[config.mk]
export PLATFORM = sky130hd
export DESIGN_NAME = kwa_ctrl
export DESIGN_NICKNAME = d
export VERILOG_FILES = /design/src/knapsack_with_attachments_defines.svh /design/src/kwa_pkg.sv /design/src/kwa_ctrl.sv
export SDC_FILE = /design/constraint.sdc
export NUM_CORES = 1
export LEC_CHECK = 0
export ABC_AREA = 1
export BUFFER_PORTS_ARGS = -buffer_cell sky130_fd_sc_hd__buf_2
export CORE_ASPECT_RATIO = 1.2
export CORE_UTILIZATION = 39
export CTS_CLUSTER_SIZE = 16
export DETAILED_ROUTE_END_ITERATION = 12
export PLACE_DENSITY = 0.71
export SYNTH_ARGS = -nofsm -noshare
export SYNTH_HDL_FRONTEND = slang
export SYNTH_SLANG_ARGS = --single-unit
[constraint.sdc]
create_clock -name clk -period 1.39 [get_ports clk]
set_clock_uncertainty 0.05 [all_clocks]
set_input_delay 0.278 -clock clk [delete_from_list [all_inputs] [get_ports clk]]
set_output_delay 0.278 -clock clk [all_outputs]
set_load 0.1 [all_outputs]
[src/knapsack_with_attachments_defines.svh]
// Assertion macros shared by the knapsack block.
`ifndef KNAPSACK_WITH_ATTACHMENTS_DEFINES_SVH
`define KNAPSACK_WITH_ATTACHMENTS_DEFINES_SVH

// Same-cycle implication, sampled on clk, off while rst_n is low
`define KWA_ASSERT_IMP(label, ante, cons, msg) \
    label: assert property (@(posedge clk) disable iff (!rst_n) (ante) |-> (cons)) \
        else $error(msg);

// Next-cycle implication, sampled on clk, off while rst_n is low
`define KWA_ASSERT_NXT(label, ante, cons, msg) \
    label: assert property (@(posedge clk) disable iff (!rst_n) (ante) |=> (cons)) \
        else $error(msg);

`endif

[src/kwa_pkg.sv]
// Shared types, widths and controller/datapath interface of the knapsack block.
`timescale 1ns / 1ps

package kwa_pkg;

    // Field widths
    localparam int COST_W       = 15;
    localparam int PRIO_W       = 3;
    localparam int PARENT_W     = 7;
    localparam int BUDGET_W     = 15;
    localparam int VALUE_W      = 18;
    localparam int COMBO_COST_W = 17;
    localparam int COMBO_VAL_W  = 20;
    localparam int CAND_W       = 21;
    localparam int ACNT_W       = 2;
    localparam int IN_TDATA_W   = 32;
    localparam int OUT_TDATA_W  = 24;

    // Default sizing
    localparam int DEF_MAX_ITEMS   = 64;
    localparam int DEF_TABLE_DEPTH = 32768;

    // Controller states
    typedef enum logic [4:0] {
        S_ATT_CLR,
        S_LOAD,
        S_DRAIN,
        S_ZERO,
        S_M_RD,
        S_M_CAP,
        S_A_CAP,
        S_B_CAP,
        S_SUM,
        S_DP0,
        S_DP1,
        S_DP2,
        S_DP3,
        S_DP4,
        S_DPW,
        S_NEXT,
        S_RES_RD,
        S_RES
    } state_t;

    // Item memory read source
    typedef enum logic [1:0] {
        IRD_NONE,
        IRD_MAIN,
        IRD_A,
        IRD_B
    } item_rd_t;

    // Table read kind: own entry, one of four choices, or the clamped capacity
    typedef enum logic [2:0] {
        TRD_NONE,
        TRD_SELF,
        TRD_C0,
        TRD_C1,
        TRD_C2,
        TRD_C3,
        TRD_CAP
    } tbl_rd_t;

    // Stored item: main flag, priority, cost
    typedef struct packed {
        logic              is_main;
        logic [PRIO_W-1:0] prio;
        logic [COST_W-1:0] cost;
    } item_word_t;

    // Controller to datapath
    typedef struct packed {
        logic     in_ready;
        logic     att_clr;
        logic     sweep_clear;
        logic     cnt_clear;
        logic     i_first;
        logic     i_next;
        logic     v_load_cap;
        logic     v_dec;
        item_rd_t item_rd;
        logic     att_rd_main;
        logic     cap_main;
        logic     cap_a;
        logic     cap_b;
        logic     cap_combo;
        tbl_rd_t  tbl_rd;
        logic     tbl_wr_zero;
        logic     tbl_wr_acc;
        logic     out_load;
    } cmd_t;

    // Datapath to controller
    typedef struct packed {
        logic last_accepted;
        logic sweep_last;
        logic no_items;
        logic main_last;
        logic is_main;
        logic mc_over_cap;
        logic v_zero;
        logic v_at_mc;
        logic out_busy;
    } status_t;

endpackage

[src/kwa_ctrl.sv]
// Sequencing state machine for load, table sweep, knapsack walk and result.
`timescale 1ns / 1ps

module kwa_ctrl import kwa_pkg::*;
(
    input  logic    clk,
    input  logic    rst_n,
    input  status_t status,
    output cmd_t    cmd
);

    state_t state_reg;
    state_t state_next;

    // State register
    always_ff @(posedge clk or negedge rst_n)
    begin
        if (!rst_n)
        begin
            state_reg <= S_ATT_CLR;
        end
        else
        begin
            state_reg <= state_next;
        end
    end

    // Next state
    always_comb
    begin
        state_next = state_reg;
        unique case (state_reg)
            S_ATT_CLR:
            begin
                if (status.sweep_last)
                begin
                    state_next = S_LOAD;
                end
            end
            S_LOAD:
            begin
                if (status.last_accepted)
                begin
                    state_next = S_DRAIN;
                end
            end
            S_DRAIN:
            begin
                state_next = S_ZERO;
            end
            S_ZERO:
            begin
                if (status.v_zero)
                begin
                    state_next = status.no_items ? S_RES_RD : S_M_RD;
                end
            end
            S_M_RD:
            begin
                state_next = S_M_CAP;
            end
            S_M_CAP:
            begin
                state_next = status.is_main ? S_A_CAP : S_NEXT;
            end
            S_A_CAP:
            begin
                state_next = S_B_CAP;
            end
            S_B_CAP:
            begin
                state_next = S_SUM;
            end
            S_SUM:
            begin
                state_next = status.mc_over_cap ? S_NEXT : S_DP0;
            end
            S_DP0:
            begin
                state_next = S_DP1;
            end
            S_DP1:
            begin
                state_next = S_DP2;
            end
            S_DP2:
            begin
                state_next = S_DP3;
            end
            S_DP3:
            begin
                state_next = S_DP4;
            end
            S_DP4:
            begin
                state_next = S_DPW;
            end
            S_DPW:
            begin
                state_next = status.v_at_mc ? S_NEXT : S_DP0;
            end
            S_NEXT:
            begin
                state_next = status.main_last ? S_RES_RD : S_M_RD;
            end
            S_RES_RD:
            begin
                state_next = S_RES;
            end
            S_RES:
            begin
                if (!status.out_busy)
                begin
                    state_next = S_ATT_CLR;
                end
            end
            default:
            begin
                state_next = S_ATT_CLR;
            end
        endcase
    end

    // Command outputs
    always_comb
    begin
        cmd = '0;
        unique case (state_reg)
            S_ATT_CLR:
            begin
                cmd.att_clr = 1'b1;
            end
            S_LOAD:
            begin
                cmd.in_ready = 1'b1;
            end
            S_DRAIN:
            begin
                cmd.v_load_cap = 1'b1;
            end
            S_ZERO:
            begin
                cmd.tbl_wr_zero = 1'b1;
                cmd.v_dec       = !status.v_zero;
                cmd.i_first     = status.v_zero;
            end
            S_M_RD:
            begin
                cmd.item_rd     = IRD_MAIN;
                cmd.att_rd_main = 1'b1;
            end
            S_M_CAP:
            begin
                cmd.cap_main = 1'b1;
                cmd.item_rd  = IRD_A;
            end
            S_A_CAP:
            begin
                cmd.cap_a   = 1'b1;
                cmd.item_rd = IRD_B;
            end
            S_B_CAP:
            begin
                cmd.cap_b = 1'b1;
            end
            S_SUM:
            begin
                cmd.cap_combo  = 1'b1;
                cmd.v_load_cap = !status.mc_over_cap;
            end
            S_DP0:
            begin
                cmd.tbl_rd = TRD_SELF;
            end
            S_DP1:
            begin
                cmd.tbl_rd = TRD_C0;
            end
            S_DP2:
            begin
                cmd.tbl_rd = TRD_C1;
            end
            S_DP3:
            begin
                cmd.tbl_rd = TRD_C2;
            end
            S_DP4:
            begin
                cmd.tbl_rd = TRD_C3;
            end
            S_DPW:
            begin
                cmd.tbl_wr_acc = 1'b1;
                cmd.v_dec      = !status.v_at_mc;
            end
            S_NEXT:
            begin
                cmd.i_next = !status.main_last;
            end
            S_RES_RD:
            begin
                cmd.tbl_rd = TRD_CAP;
            end
            S_RES:
            begin
                cmd.out_load    = !status.out_busy;
                cmd.cnt_clear   = !status.out_busy;
                cmd.sweep_clear = !status.out_busy;
            end
            default:
            begin
                cmd = '0;
            end
        endcase
    end

endmodule

==> flow_summary.ini, run 1 <==
[die]
rows = 15
ios = 32
die_h_um = 45.7
start_util_pct = 42.4
die_w_um = 38.4

[placement]
gp_congestion = 1.01
port-buffer-count = 31

[synth]
yosysWarningCount = 0
syn_nets = 129
synthCells = 118
ys_seq_elements = 5
netlist_area_um2 = 621
yosysUniqueCellTypes = 16
avgSynthCellArea_um2 = 5.26
seq_area_frac_synth_pct = 20.2

[status]
run_status = did not finish
failing_step = detailed placement (3_5_place_dp)
error_line = [ERROR DPL-0038] Utilization greater than 100%, impossible to legalize
## through the flow
| stage | instances | area, um^2 |
|---|---|---|
| after global placement | 188 | 1540 |
| after floorplan | 118 | 898 |
## logic make-up after synthesis
logic type      synth area share, %
simple gates                   56.0
buf+inv                        18.1
compound gates                 5.64
flops                          20.2
## Yosys cell counts (all sizes together)
master / number / area, um^2
o21ai: 3 / 15.0
buf: 4 / 33.8
o31ai: 1 / 7.51
dfrtp: 5 / 125
nand2: 37 / 139
nand3: 10 / 50.1
nor2: 24 / 92.6
inv: 21 / 78.8
o211ai: 1 / 7.51
nand3b: 1 / 7.51
a21oi: 1 / 5.00
nand4: 7 / 43.8
nor3: 3 / 15.0
==> run 2: changes to the inputs <==
Settings changed: CORE_AREA set to 2 2 63 65, CORE_ASPECT_RATIO 1.2 to unset, CORE_UTILIZATION 39 to unset, CTS_CLUSTER_SIZE 16 to unset, DIE_AREA set to 0 0 65 67, PLACE_DENSITY 0.71 to unset, PLACE_DENSITY_LB_ADDON set to 0.15.
Clock period 1.39 ns to 1.8 ns, I/O delays scaled along.
==> run 2 against run 1 <==
Net effect:
- the flow now finishes, with violations (setup timing)
- synthesized cell count stayed put
- area after synthesis stayed put
==> flow_summary.ini, run 2 <==
[status]
run_status = finished with violations
violations = setup timing

[final_layout]
layout-drive-gt1-share_pct = 68.3
final_cell_mix = buf_4, nand2_1, buf_12, nor2_4, inv_1
syn_to_final_growth_pct = 187
final_common_cell = buf_4
final_core_util_pct = 49.3
final_nets = 195
diodes = 0
largest_reg_flops = 5
stdcell_count = 231

[worst_setup_path]
arrival_ns = 1.47
cp_max_fo = 6
r2r-end = state_reg[3]
worstPathCellList = nor2_4, buf_4, nand3_2, nand3_2, buf_12
reg2reg_depth = 8
rr_startpoint = state_reg[0]
crit_top_cell = nand3_2
worstPathRequired_ns = 1.39
max_stage_delay_ns = 0.47
endpoint = cmd[5]
end_kind = output port
cpMaxStageDelayCell = dfrtp_2
startpoint = state_reg[0]
reg2reg_slack_ns = 0.22
cp-start-kind = flop
path_class = flop to output port

[pwr]
comb_power_share_pct = 84.5
pwr-share-seq_pct = 8.9
cell_internal_pwr_mw = 1.39
ir_worst_vdd_mv = 0.861
powerDensity_mw_per_mm2 = 1800
power_frac_clock_pct = 6.6
p_switching_mw = 1.81
swShare_pct = 56.6
leakagePower_nw = 0.837

[timing]
period_needed_ns = 1.88
layout_worst_path_cycle_share_pct = 104
tightest_slew_ns = 0.286
slew_headroom_pct = 80.9
finalSetupViolations = 18
fmax_mhz = 533
setup_ws_ns = -0.0779
hold_viol = 0
slew_viol_final = 0
rsz0062_at_grt = yes

[synth]
synth.most_common_cell = nand2_1
yosysWarningCount = 0
synth_edf_count = 0
avgSynthCellArea_um2 = 5.26
synth_ff_type = dfrtp_1
yosys.area.top_type = nand2_1
yosysUniqueCellTypes = 16
ys_seq_elements = 5
synth_top_area_share_pct = 22.4
yosys-top-cells-count = nand2_1, nor2_1, inv_1, nand3_1, nand4_1
synthArstFlopShare_pct = 100
synthCells = 118
netlist_area_um2 = 621
synth_area_leaders = nand2_1, dfrtp_1, nor2_1
syn_nets = 129
seq_area_frac_synth_pct = 20.2

[placement]
dp_cells = 208
dp_hpwl_um = 2230
gp_congestion = 0.871
port-buffer-count = 31

[drt]
routed-via-count = 973
viasPerCell = 4.21
wire_per_inst_um = 12.6
ant_nets = 0
dr.first_iter.drc_count = 47
drc = 0
drt_wl_total_um = 2910
drt_first_pass_iters = 4

[global_route]
grt_pass1_wl_um = 4940
antenna_found_initial = 0
grt_max_degree = 8
overflow = 0
grt_usage_pct = 14.9
grt_pass1_vias = 1064

[clock_tree]
h-tree-depth = 1
cts_tree = built
clk_latency_ns = 0.22
path_clk_slew_ns = 0.04
clockBufferDepth = 2
clock_sinks = 5
numCtsBuffers = 3
clockRootBuffer = clkbuf_8

[die]
rows = 22
ios = 32
core-area_mm2 = 0.00361
dieArea_mm2 = 0.00436
die_w_um = 65
die_h_um = 67
start_util_pct = 17.2

[min_path]
hp-class = primary input to flop

[job]
maxCapViolCount = 0
## run 2: cell counts after synthesis
No cell type changed its count.
## run 2: repair_timing
action,CTS,global route
hold buffers,1,0
setup endpoints to repair,21,21
endpoints found under the hold margin,5,0
pin swaps,14,9
buffers inserted,15,4
gates resized for setup,34,9
## run 2: kinds of logic (layout without fill, tap and decap cells)
family	after synthesis	in the layout	share of synthesized area (%)
compound gates	6	6	5.64
buf+inv	25	90	18.1
flops	5	5	20.2
simple gates	82	82	56.0
## run 2: power by group through the flow
stage / clock network, mW / registers (mW) / logic [mW]
floorplan: 0 / 0.230 / 1.45
global placement: 0 / 0.270 / 2.20
detailed placement: 0 / 0.273 / 2.20
CTS: 0.218 / 0.283 / 2.55
global route: 0.229 / 0.294 / 2.87
finish: 0.210 / 0.286 / 2.71
## run 2: layout make-up
| type | count | area, um^2 |
|---|---|---|
| clock buffer | 3 | 41.3 |
| sequential | 5 | 131 |
| tap | 48 | 60.1 |
| clock inverter | 1 | 5.00 |
| fill | 346 | 1830 |
| timing repair buffer | 65 | 763 |
| inverter | 21 | 97.6 |
| multi-input combinational | 88 | 681 |
## run 2: critical path: cells and delay by family (launching register included)
kind / cells / cell delay, ns
simple gates: 3 / 0.45
flops: 1 / 0.47
buf+inv: 2 / 0.33
## run 2: worst min-delay path by stage
stage	startpoint	endpoint	slack, ns	cells past startpoint
after CTS	status[0]	state_reg[4]	0.42	3
final	status[0]	state_reg[4]	0.42	3
after global placement	rst_n	state_reg[4]	0.13	1
after global routing	rst_n	state_reg[2]	0.45	2
after floorplan	rst_n	state_reg[0]	0.01	0
after detailed placement	rst_n	state_reg[4]	0.13	1
## run 2: routing by layer
layer / vias up / track usage, % / wire (um)
li1: 499 / - / -
met1: 440 / 18.5 / 1260
met2: 34 / 26.7 / 1450
met4: 0 / 0.798 / 0
met3: 0 / 4.22 / 195
met5: - / 0 / 0
## run 2: per-stage QoR
stage                     setup slack, ns  TNS (ns)  hold slack (ns)  power (mW)  cell area (um^2)
after global placement           -0.00181  -0.00181            0.134        2.47              1420
after detailed placement          -0.0144   -0.0144            0.133        2.47              1420
after floorplan                    -0.255     -1.97           0.0144        1.68               840
after global routing               -0.130     -1.92            0.446        3.39              1780
final                             -0.0779    -0.797            0.423        3.20              1780
after CTS                         -0.0920    -0.799            0.421        3.05              1710
No activity file was read; power rests on OpenSTA's default activity.
